[src/sv/ihex_pkg.sv]
// Shared types and constants for the Intel HEX record decoder.
// Holds the result record, the address base mode and the hex digit decoder.
// No dependencies.
package ihex_pkg;

  // ASCII codes the decoder looks at
  localparam logic [7:0] CHAR_COLON = 8'h3A;
  localparam logic [7:0] CHAR_0     = 8'h30;
  localparam logic [7:0] CHAR_9     = 8'h39;
  localparam logic [7:0] CHAR_UA    = 8'h41;
  localparam logic [7:0] CHAR_UF    = 8'h46;
  localparam logic [7:0] CHAR_LA    = 8'h61;
  localparam logic [7:0] CHAR_LF    = 8'h66;
  localparam logic [7:0] HEX_TEN    = 8'd10;

  // Record types
  localparam logic [7:0] REC_DATA    = 8'h00;
  localparam logic [7:0] REC_SEGMENT = 8'h02;
  localparam logic [7:0] REC_LINEAR  = 8'h04;

  // Result kinds
  localparam logic KIND_DATA = 1'b0;
  localparam logic KIND_END  = 1'b1;

  // Header byte positions within a record
  localparam logic [8:0] IDX_COUNT   = 9'd0;
  localparam logic [8:0] IDX_OFS_HI  = 9'd1;
  localparam logic [8:0] IDX_OFS_LO  = 9'd2;
  localparam logic [8:0] IDX_TYPE    = 9'd3;
  localparam logic [8:0] IDX_DATA    = 9'd4;

  typedef enum logic [1:0] {
    BASE_NONE    = 2'd0,
    BASE_SEGMENT = 2'd1,
    BASE_LINEAR  = 2'd2
  } base_mode_t;

  typedef struct packed {
    logic        kind;
    logic [7:0]  data_byte;
    logic [31:0] abs_address;
    logic [7:0]  byte_count;
    logic [7:0]  record_type;
    logic        checksum_ok;
    logic        error;
  } result_t;

  typedef struct packed {
    logic       ok;
    logic [3:0] nib;
  } hex_t;

  function automatic hex_t hex_decode(input logic [7:0] c);
    hex_t h;
    h.ok  = 1'b1;
    h.nib = '0;
    if (c inside {[CHAR_0:CHAR_9]}) begin
      h.nib = 4'(c - CHAR_0);
    end else if (c inside {[CHAR_UA:CHAR_UF]}) begin
      h.nib = 4'(c - CHAR_UA + HEX_TEN);
    end else if (c inside {[CHAR_LA:CHAR_LF]}) begin
      h.nib = 4'(c - CHAR_LA + HEX_TEN);
    end else begin
      h.ok = 1'b0;
    end
    return h;
  endfunction

endpackage

[src/sv/ihex_parser.sv]
// Record parser: state registers and the per-character decode step.
// Depends on ihex_pkg for the result type, base modes and hex decoding.
module ihex_parser
  import ihex_pkg::*;
(
  input  logic       clk,
  input  logic       rst_n,
  input  logic       step,
  input  logic [7:0] char_q,
  output logic       res_valid,
  output result_t    res
);

  logic        in_record_r, in_record_nxt;
  logic [9:0]  pos_r, pos_nxt;
  logic [3:0]  high_r, high_nxt;
  logic [7:0]  count_r, count_nxt;
  logic [15:0] offset_r, offset_nxt;
  logic [7:0]  type_r, type_nxt;
  logic [15:0] base_value_r, base_value_nxt;
  base_mode_t  base_mode_r, base_mode_nxt;
  logic [7:0]  sum_r, sum_nxt;
  logic [15:0] pending_r, pending_nxt;

  hex_t        hex;
  logic [7:0]  byte_val;
  logic [8:0]  idx;
  logic [8:0]  data_end;
  logic [8:0]  data_i;
  logic [31:0] start_addr;

  assign hex      = hex_decode(char_q);
  assign byte_val = {high_r, hex.nib};
  assign idx      = pos_r[9:1];
  assign data_end = 9'(count_r) + IDX_DATA;
  assign data_i   = idx - IDX_DATA;

  always_comb begin
    case (base_mode_r)
      BASE_SEGMENT: start_addr = {12'h000, base_value_r, 4'h0} + {16'h0000, offset_r};
      BASE_LINEAR:  start_addr = {base_value_r, offset_r};
      default:      start_addr = {16'h0000, offset_r};
    endcase
  end

  always_comb begin
    in_record_nxt  = in_record_r;
    pos_nxt        = pos_r;
    high_nxt       = high_r;
    count_nxt      = count_r;
    offset_nxt     = offset_r;
    type_nxt       = type_r;
    base_value_nxt = base_value_r;
    base_mode_nxt  = base_mode_r;
    sum_nxt        = sum_r;
    pending_nxt    = pending_r;
    res_valid      = 1'b0;
    res.kind        = KIND_DATA;
    res.data_byte   = '0;
    res.abs_address = start_addr;
    res.byte_count  = count_r;
    res.record_type = type_r;
    res.checksum_ok = 1'b0;
    res.error       = 1'b0;

    if (step) begin
      if (!in_record_r) begin
        // open a record on a colon, drop everything else
        if (char_q == CHAR_COLON) begin
          in_record_nxt = 1'b1;
          pos_nxt       = '0;
          high_nxt      = '0;
          count_nxt     = '0;
          offset_nxt    = '0;
          type_nxt      = '0;
          sum_nxt       = '0;
          pending_nxt   = '0;
        end
      end else if (!hex.ok) begin
        in_record_nxt = 1'b0;
        res_valid     = 1'b1;
        res.kind      = KIND_END;
        res.error     = 1'b1;
      end else if (!pos_r[0]) begin
        high_nxt = hex.nib;
        pos_nxt  = pos_r + 10'd1;
      end else begin
        pos_nxt = pos_r + 10'd1;
        sum_nxt = sum_r + byte_val;
        if (idx == IDX_COUNT) begin
          count_nxt = byte_val;
        end else if (idx == IDX_OFS_HI) begin
          offset_nxt = {byte_val, offset_r[7:0]};
        end else if (idx == IDX_OFS_LO) begin
          offset_nxt = {offset_r[15:8], byte_val};
        end else if (idx == IDX_TYPE) begin
          type_nxt = byte_val;
        end else if (idx < data_end) begin
          if (data_i == 9'd0) begin
            pending_nxt = {byte_val, 8'h00};
          end else if (data_i == 9'd1) begin
            pending_nxt = {pending_r[15:8], byte_val};
          end
          if (type_r == REC_DATA) begin
            res_valid       = 1'b1;
            res.data_byte   = byte_val;
            res.abs_address = start_addr + 32'(data_i);
          end
        end else begin
          // checksum byte closes the record
          in_record_nxt   = 1'b0;
          res_valid       = 1'b1;
          res.kind        = KIND_END;
          res.checksum_ok = (sum_nxt == 8'h00);
          if (sum_nxt == 8'h00 && type_r == REC_SEGMENT) begin
            base_value_nxt = pending_r;
            base_mode_nxt  = BASE_SEGMENT;
          end else if (sum_nxt == 8'h00 && type_r == REC_LINEAR) begin
            base_value_nxt = pending_r;
            base_mode_nxt  = BASE_LINEAR;
          end
        end
      end
    end
  end

  always_ff @(posedge clk) begin
    if (!rst_n) begin
      in_record_r  <= 1'b0;
      pos_r        <= '0;
      high_r       <= '0;
      count_r      <= '0;
      offset_r     <= '0;
      type_r       <= '0;
      base_value_r <= '0;
      base_mode_r  <= BASE_NONE;
      sum_r        <= '0;
      pending_r    <= '0;
    end else begin
      in_record_r  <= in_record_nxt;
      pos_r        <= pos_nxt;
      high_r       <= high_nxt;
      count_r      <= count_nxt;
      offset_r     <= offset_nxt;
      type_r       <= type_nxt;
      base_value_r <= base_value_nxt;
      base_mode_r  <= base_mode_nxt;
      sum_r        <= sum_nxt;
      pending_r    <= pending_nxt;
    end
  end

`ifndef SYNTHESIS
  a_data_keeps_record_open: assert property (@(posedge clk) disable iff (!rst_n)
    step && res_valid && res.kind == KIND_DATA |=> in_record_r)
    else $error("data result closed the record");

  a_end_closes_record: assert property (@(posedge clk) disable iff (!rst_n)
    step && res_valid && res.kind == KIND_END |=> !in_record_r)
    else $error("end result left the record open");

  a_base_changes_at_end: assert property (@(posedge clk) disable iff (!rst_n)
    $past(rst_n) && base_mode_r != $past(base_mode_r)
    |-> $past(step && res_valid && res.kind == KIND_END && res.checksum_ok))
    else $error("base mode changed outside a good record end");
`endif

endmodule

[src/sv/ihex_result_reg.sv]
// Result register: holds one decoded result until the consumer takes it.
// Depends on ihex_pkg for the result type.
module ihex_result_reg
  import ihex_pkg::*;
(
  input  logic    clk,
  input  logic    rst_n,
  input  logic    load,
  input  result_t res,
  input  logic    out_stall,
  output logic    out_valid,
  output result_t out_res
);

  logic    valid_r, valid_nxt;
  result_t res_r;

  always_comb begin
    if (load) begin
      valid_nxt = 1'b1;
    end else if (!out_stall) begin
      valid_nxt = 1'b0;
    end else begin
      valid_nxt = valid_r;
    end
  end

  always_ff @(posedge clk) begin
    if (!rst_n) begin
      valid_r <= 1'b0;
    end else begin
      valid_r <= valid_nxt;
    end
  end

  always_ff @(posedge clk) begin
    if (load) begin
      res_r <= res;
    end
  end

  assign out_valid = valid_r;
  assign out_res   = res_r;

endmodule

[src/sv/intel_hex_record_decoder.sv]
// Intel HEX record decoder top level: input register, parser, result register.
// Depends on ihex_pkg, ihex_parser and ihex_result_reg.
//
// Feed the ASCII text of an Intel HEX file one character per transaction. A
// colon opens a record; characters outside a record are dropped silently.
// Each data byte of a type 0 record comes out as a kind 0 transaction with
// its absolute address (no base: offset; after a type 2 record: base*16 +
// offset; after a type 4 record: base<<16 | offset; plus the byte's index).
// The checksum digit, or any non-hex character inside a record, produces a
// kind 1 transaction carrying the checksum verdict and error flag, so drop
// the preceding bytes of a record whose end says checksum_ok = 0. Type 2 and
// type 4 records load the address base only when their checksum is good.
// Throughput is one character per clock while the output is not stalled: a
// character is held in the input register, the parser state updates while
// it is held there, and its result is registered in the output register,
// which raises out_valid. The single output register sets the rate under
// backpressure: a character advances only while that register is empty or
// being emptied.
module intel_hex_record_decoder
  import ihex_pkg::*;
(
  input  logic        clk,
  input  logic        rst_n,
  input  logic        in_valid,
  output logic        in_stall,
  input  logic [7:0]  in_char_in,
  output logic        out_valid,
  input  logic        out_stall,
  output logic        out_kind,
  output logic [7:0]  out_data_byte,
  output logic [31:0] out_abs_address,
  output logic [7:0]  out_byte_count,
  output logic [7:0]  out_record_type,
  output logic        out_checksum_ok,
  output logic        out_error
);

  logic       s1_valid_r, s1_valid_nxt;
  logic [7:0] s1_char_r;
  logic       in_accept;
  logic       advance;
  logic       res_valid;
  result_t    res;
  result_t    out_res;

  // Advance the held character when the output slot is free or draining.
  assign advance   = s1_valid_r && (!out_valid || !out_stall);
  assign in_stall  = s1_valid_r && !advance;
  assign in_accept = in_valid && !in_stall;

  always_comb begin
    if (in_accept) begin
      s1_valid_nxt = 1'b1;
    end else if (advance) begin
      s1_valid_nxt = 1'b0;
    end else begin
      s1_valid_nxt = s1_valid_r;
    end
  end

  always_ff @(posedge clk) begin
    if (!rst_n) begin
      s1_valid_r <= 1'b0;
    end else begin
      s1_valid_r <= s1_valid_nxt;
    end
  end

  // Capture the character of each accepted transaction.
  always_ff @(posedge clk) begin
    if (in_accept) begin
      s1_char_r <= in_char_in;
    end
  end

  ihex_parser u_parser (
    .clk       (clk),
    .rst_n     (rst_n),
    .step      (advance),
    .char_q    (s1_char_r),
    .res_valid (res_valid),
    .res       (res)
  );

  // Load a result only for characters that produce one.
  ihex_result_reg u_result (
    .clk       (clk),
    .rst_n     (rst_n),
    .load      (advance && res_valid),
    .res       (res),
    .out_stall (out_stall),
    .out_valid (out_valid),
    .out_res   (out_res)
  );

  assign out_kind        = out_res.kind;
  assign out_data_byte   = out_res.data_byte;
  assign out_abs_address = out_res.abs_address;
  assign out_byte_count  = out_res.byte_count;
  assign out_record_type = out_res.record_type;
  assign out_checksum_ok = out_res.checksum_ok;
  assign out_error       = out_res.error;

endmodule

[config.mk]
export PLATFORM = sky130hd
export DESIGN_NAME = intel_hex_record_decoder
export DESIGN_NICKNAME = d
export VERILOG_FILES = /design/src/sv/ihex_pkg.sv /design/src/sv/ihex_parser.sv /design/src/sv/ihex_result_reg.sv /design/src/sv/intel_hex_record_decoder.sv
export SDC_FILE = /design/constraint.sdc
export NUM_CORES = 1
export LEC_CHECK = 0
export BUFFER_PORTS_ARGS = -buffer_cell sky130_fd_sc_hd__clkbuf_2
export CAP_MARGIN = 15
export CORE_ASPECT_RATIO = 0.6
export CORE_MARGIN = 2
export CORE_UTILIZATION = 25
export DETAILED_ROUTE_END_ITERATION = 8
export HOLD_SLACK_MARGIN = 0.06
export PLACE_DENSITY = 0.44
export SLEW_MARGIN = 15
export SYNTH_ARGS = -nofsm -noshare
export SYNTH_HDL_FRONTEND = slang
export SYNTH_HIERARCHICAL = 1
export SYNTH_SLANG_ARGS = --single-unit
[constraint.sdc]
create_clock -name clk -period 5.1 [get_ports clk]
set_input_delay 0.255 -clock clk [delete_from_list [all_inputs] [get_ports clk]]
set_output_delay 0.255 -clock clk [all_outputs]
set_load 0.02 [all_outputs]
After elaboration in Yosys (flattened, before gate mapping):

Cells that the tools add are included.

* add/subtract/negate cells: 11
* $lt $le $gt $ge: 7
* eq/ne operators: 24
* muxes and demuxes: 86
* bitwise gates (word level): 10
* reduce and logical (&&, ||, !) cells: 34

Operator list (number)
* 2-to-1 mux 16 bit: 17
* 2-to-1 mux 41 bit: 5
* 2-to-1 mux 8 bit: 17
* 2-to-1 mux 32 bit: 3
* 2-to-1 mux 40 bit: 2
* case mux 32 bit (2 select lines): 1
* adder 32 x 9 -> 32 bit: 1
* 2-to-1 mux 10 bit: 3
* AND reduction 10 bit: 3
* 2-to-1 mux 1 bit: 29
* 2-to-1 mux 4 bit: 7
* != test 2 bit, second input constant: 13
* adder 20 x 16 -> 21 bit: 1
* == test 9 x 1 -> 1 bit, second input constant: 2
* == test 9 x 2 -> 1 bit, second input constant: 2
* logical NOT 9 bit: 2
* >= comparator 8 x 7 -> 1 bit, second input constant: 2
* <= comparator 8 x 7 -> 1 bit, second input constant: 2
* logical NOT 8 bit: 2
* subtractor 4 x 1 -> 4 bit, second input constant: 3
* adder 10 x 1 -> 10 bit, second input constant: 1
* NOT 1 bit: 10
* OR reduction 10 bit: 1
* adder 8 x 3 -> 9 bit, second input constant: 1
* other kinds (26): 42

* flip-flop bits (word level): 158
* bits of input ports: 12
* word-level logic and storage cells: 194

Logic depth before layout (Yosys ltp):

* depth after elaboration: 15
* mapped depth: 18
* depth with buffers taken out: 17

Hierarchy:

The synthesis kept the hierarchy.

Modules (own cells, without submodules)
* ihex_parser: times used 1, cells an instance 897, area an instance 6915.4 um2, seq. area each 1781.7 um2
* ihex_result_reg: times used 1, cells an instance 62, area an instance 1803.0 um2, seq. area each 1791.7 um2
* intel_hex_record_decoder: times used 1, cells an instance 14, area an instance 302.8 um2, seq. area each 260.2 um2

Worst setup path before layout:

OpenSTA, ideal clock, no wires.

* path kind: register -> register
* start point: register s1_char_r[0]
* end point: register u_parser.base_value_r[10]
* library setup time: 116 ps
* arrival time: 4135 ps
* required time: 4984 ps
* setup slack: 849 ps
* cell stages (with the launch flop): 17
* path buffers: 1
* cell sequence: edfxtp_1 inv_1 ha_1 or3b_2 and4_1 a22oi_1 inv_1 ha_1 a21oi_1 o21bai_1 xor2_1 a2111oi_0 nand4_1 nor4_4 buf_4 mux2i_1 nor2b_1

* cells in the longest elaborated chain, start to end: 10
* elaborated cells between the ends (all ways): 27
* those cells by class: 6 x add/sub; 6 x order compare; 7 x mux; 8 x reduce/logical

RTL lines
* start, declared: RTL line intel_hex_record_decoder.sv:39 `logic [7:0] s1_char_r;`
* start signal, assigned: RTL line intel_hex_record_decoder.sv:72 `s1_char_r <= in_char_in;`
* subtractor 4 x 1 -> 4 bit (tied with other cells): RTL line ihex_pkg.sv:60, ihex_pkg.sv:62
* adder 4 bit / logical AND 1 bit (equally long branches): RTL line ihex_pkg.sv:60, ihex_pkg.sv:62, ihex_pkg.sv:61
* 2-to-1 mux 4 bit: RTL line ihex_pkg.sv:61 `end else if (c inside {[CHAR_LA:CHAR_LF]}) begin`
* 2-to-1 mux 4 bit: RTL line ihex_pkg.sv:59 `end else if (c inside {[CHAR_UA:CHAR_UF]}) begin`
* 2-to-1 mux 4 bit: RTL line ihex_pkg.sv:57 `if (c inside {[CHAR_0:CHAR_9]}) begin`
* adder 8 bit: RTL line ihex_parser.sv:89 `sum_nxt = sum_r + byte_val;`
* logical NOT 8 bit: RTL line ihex_parser.sv:115, ihex_parser.sv:118
* logical AND 1 bit, on equally long branches: RTL line ihex_parser.sv:118, ihex_parser.sv:115
* nonzero test 2 bit (no line)
* AND reduction 10 bit (no line)
* end signal, assigned: RTL line ihex_parser.sv:146 `base_value_r <= base_value_nxt;`
* end, declared: RTL line ihex_parser.sv:20 `logic [15:0] base_value_r, base_value_nxt;`

Parallel ways exist; a longest one is shown, timed or not.
A chain may end at the register's enable or synchronous reset.

Final worst setup path:

* start point: register s1_char_r[0]
* end point: register u_parser.base_value_r[9]

The elaborated chain is that of the path after synthesis.

==> flow_metrics.tcl <==
set metrics [dict create \
    status "finished clean" \
    yosysSeqAreaShare_pct 42.50 \
    r2r_end "u_parser/base_value_r[9]" \
    pwr-share-comb_pct 3.3 \
    rows 53 \
    syn_area_um2 9021 \
    cts_tree "built" \
    sw_frac_of_total_pct 23.16 \
    p_leak_nw 3.753 \
    grt_max_degree 53 \
    crit_slowest_cell "edfxtp_1" \
    final.period_utilization_pct 87.38 \
    dp_hpwl_um 19930 \
    cts-root-buf "clkbuf_16" \
    io_pins 73 \
    cap_violations 0 \
    slew_viol_final 0 \
    avgViaCountPerCell 4.848 \
    first_global_vias 6991 \
    clockBufferDepth 2 \
    grt_remaining_overflow 0 \
    diodes 0 \
    p_int_mw 2.064 \
    synth_edf_count 67 \
    yosys.area.top_type_share_pct 22.30 \
    vias 7423 \
    cp.arrival_ns 4.79 \
    drive_above_1_share_pct 13.25 \
    power_mw 2.686 \
    crit_fanout 16 \
    switching_power_mw 0.6220 \
    numCtsBuffers 17 \
    die_h_um 151.1 \
    synth_warnings 6 \
    synth_cells 973 \
    r2r_setup_slack_ns 0.64 \
    hold_viol 0 \
    synth.avg_cell_area_um2 9.271 \
    clock_latency_ns 0.44 \
    p_seq_share_pct 49.2 \
    clock_power_share_pct 47.5 \
    fin_ws_ns 0.6436 \
    cp_num_buf_inv 4 \
    min_from "out_stall" \
    ys.flop_type "dfxtp_1" \
    start_kind "flip-flop" \
    ys_ff_latch 158 \
    min_path_type "input pin to flip-flop" \
    drt_pass1_iterations 8 \
    slowest_delay_ns 0.43 \
    track_usage_pct 14.64 \
    wl_per_cell_um 17.70 \
    io_buffers 72 \
    cp.required_ns 5.43 \
    cts.sinks 158 \
    rsz0062_at_grt "no" \
    drc 0 \
    yosysUniqueCellTypes 77 \
    fin_crit_ns 4.456 \
    hold_depth 3 \
    tightest_slew_ns 0.8665 \
    slew_headroom_pct 42.23 \
    h-tree-depth 4 \
    ir_worst_vdd_uv 159.5 \
    drt_iter0_drc 530 \
    routed_wl_um 27100 \
    coreArea_um2 35280 \
    area_growth_pct 17.39 \
    yosysTopAreaCell "edfxtp_1" \
    dieArea_um2 37670 \
    p_per_area_nw_per_um2 253.6 \
    nFillCells 3707 \
    crit_family "simple AND/OR/NAND/NOR gates" \
    place.gp.congestion 0.8445 \
    clk_pin_slew_ns 0.07 \
    start_util_pct 25.57 \
    syn-num-nets 1036 \
    setup_tns_ns 0 \
    cp-end-kind "flip-flop" \
    r2r_start "s1_char_r[0]" \
    fmax_ghz 0.2244 \
    ant_nets 0 \
    antenna_found_initial 0 \
    rr_worst_depth 18 \
    synthTopCellsByArea "edfxtp_1 22%, dfxtp_1 20%, ha_1 6.7%, nand2_1 4.1%, nor2b_1 3.9%" \
    dpl_worst_slack_ns 0.7066 \
    worstSetupPathType "flip-flop to flip-flop" \
    final_nets 1114 \
    skew_ns 0.01088 \
    grt_first_pass_wirelength_um 41850 \
    die_w_um 249.2 \
    synth-async-reset-ratio_pct 0 \
    setup_viol 0 \
    hold_end "u_result/out_valid" \
    path_cells "inv_1, ha_1, or3b_2, nand4_1, o21ai_0, buf_4, ha_1, inv_1, fa_1, nand2b_1, a21oi_1, a21oi_1, a2111oi_0, nand4_1, nor4_4, buf_4, mux2i_1, nor2b_1" \
    post_cts_resized 0 \
]
metrics by stage:
stage / util, % / hold WS [ns] / instance area, µm² / std cells
2_1_floorplan: - / 0.3539 / 9021 / 973
3_3_place_gp: 28.11 / 0.4360 / 9917 / 1490
3_5_place_dp: 28.11 / 0.4376 / 9917 / 1490
4_1_cts: 30.02 / 0.1016 / 10590 / 1531
5_1_grt: 30.02 / 0.1495 / 10590 / 1531
6_report: 30.02 / 0.1252 / 10590 / 1531
worst register-to-register path, stage by stage, from the launching register on:
cell and delay, ns:
edfxtp_1 0.43, inv_1 0.09, ha_1 0.21, or3b_2 0.20, nand4_1 0.19, o21ai_0 0.24, buf_4 0.21, ha_1 0.18
inv_1 0.05, fa_1 0.42, nand2b_1 0.21, a21oi_1 0.19, a21oi_1 0.09, a2111oi_0 0.39, nand4_1 0.27, nor4_4 0.33
buf_4 0.34, mux2i_1 0.25, nor2b_1 0.06
layout make-up:
| type | instances | area [µm²] | area share (%) |
|---|---|---|---|
| inverter | 48 | 180.2 | 1.701 |
| multi-input combinational | 730 | 4846 | 45.76 |
| clock inverter | 9 | 72.57 | 0.6853 |
| sequential | 158 | 3834 | 36.20 |
| clock buffer | 23 | 510.5 | 4.820 |
| timing repair buffer | 96 | 563.0 | 5.317 |
| tap | 467 | 584.3 | 5.517 |
state kept, by name (all words and copies together) (netlist names):
| register | flops |
|---|---|
| u_result/out_res | 59 |
| u_parser/base_value_r | 16 |
| u_parser/offset_r | 16 |
| u_parser/pending_r | 16 |
| u_parser/pos_r | 10 |
| s1_char_r | 8 |
| u_parser/count_r | 8 |
| u_parser/sum_r | 8 |
| u_parser/type_r | 8 |
| u_parser/high_r | 4 |
| u_parser/base_mode_r | 2 |
| s1_valid_r | 1 |
| u_parser/in_record_r | 1 |
| u_result/out_valid | 1 |
cells by family after synthesis:
kind of cell,after synthesis,synth area share (%)
flops,158,42.50
compound gates,228,17.05
simple gates,378,21.89
xor+xnor,48,4.660
mux,25,2.788
buf+inv,85,3.800
fa+ha+maj,51,7.323
placed cells by master (no fill, tap or decap), types with 28 or more instances in the layout:
| cell | n |
|---|---|
| nand2_1 | 99 |
| dfxtp_1 | 91 |
| clkbuf_2 | 72 |
| edfxtp_1 | 67 |
| nor2_1 | 58 |
| nor2b_1 | 56 |
| a21oi_1 | 51 |
| ha_1 | 48 |
| inv_1 | 47 |
| o21ai_0 | 41 |
| nand3_1 | 32 |
| xor2_1 | 28 |
synthesized netlist by cell type (10+ instances only):
library cell / instances
nand2_1: 99
dfxtp_1: 91
edfxtp_1: 67
nor2_1: 58
nor2b_1: 56
a21oi_1: 51
ha_1: 48
inv_1: 47
o21ai_0: 41
nand3_1: 32
xor2_1: 28
nor3_1: 26
and2_1: 25
clkbuf_1: 25
mux2i_1: 24
xnor2_1: 20
a22oi_1: 16
a21boi_0: 15
nand2b_1: 14
nand4_1: 13
o22ai_1: 11
buf_2: 10
o21a_1: 10
o31ai_1: 10
power groups by stage:
| stage | sequential, mW | clock (mW) | combinational (mW) |
|---|---|---|---|
| detailed placement | 1.35 | 0 | 0.0829 |
| CTS | 1.32 | 1.31 | 0.0886 |
| floorplan | 1.35 | 0 | 0.0560 |
| finish | 1.32 | 1.28 | 0.0885 |
| global placement | 1.35 | 0 | 0.0835 |
| global route | 1.32 | 1.37 | 0.0977 |
timing repair:
item | 4_1_cts | 5_1_grt
hold endpoints to repair | 9 | 0
hold buffers | 9 | 0
buffers inserted | 0 | 0
worst max path at each step:
stage / startpoint / cells after the start / end
2_1_floorplan: s1_char_r[0] / 16 / u_parser/base_value_r[10]
4_1_cts: s1_char_r[0] / 18 / u_parser/base_value_r[3]
6_report: s1_char_r[0] / 18 / u_parser/base_value_r[9]
5_1_grt: s1_char_r[0] / 17 / u_parser/base_mode_r[1]
3_3_place_gp: s1_char_r[0] / 18 / u_parser/base_value_r[8]
3_5_place_dp: s1_char_r[0] / 18 / u_parser/base_value_r[3]
layer usage:
layer  share of wire [%]  wire, µm  global-route usage [%]  up-vias
li1                    -         -                       -     3689
met1                  53     14480                   22.54     3490
met2                  39     10680                   20.43      229
met3                 6.4      1738                   3.282       15
met4                0.73       199                   3.042        0
met5                   0         0                       0        -
Note: power is estimated with default switching activity, not from simulation.
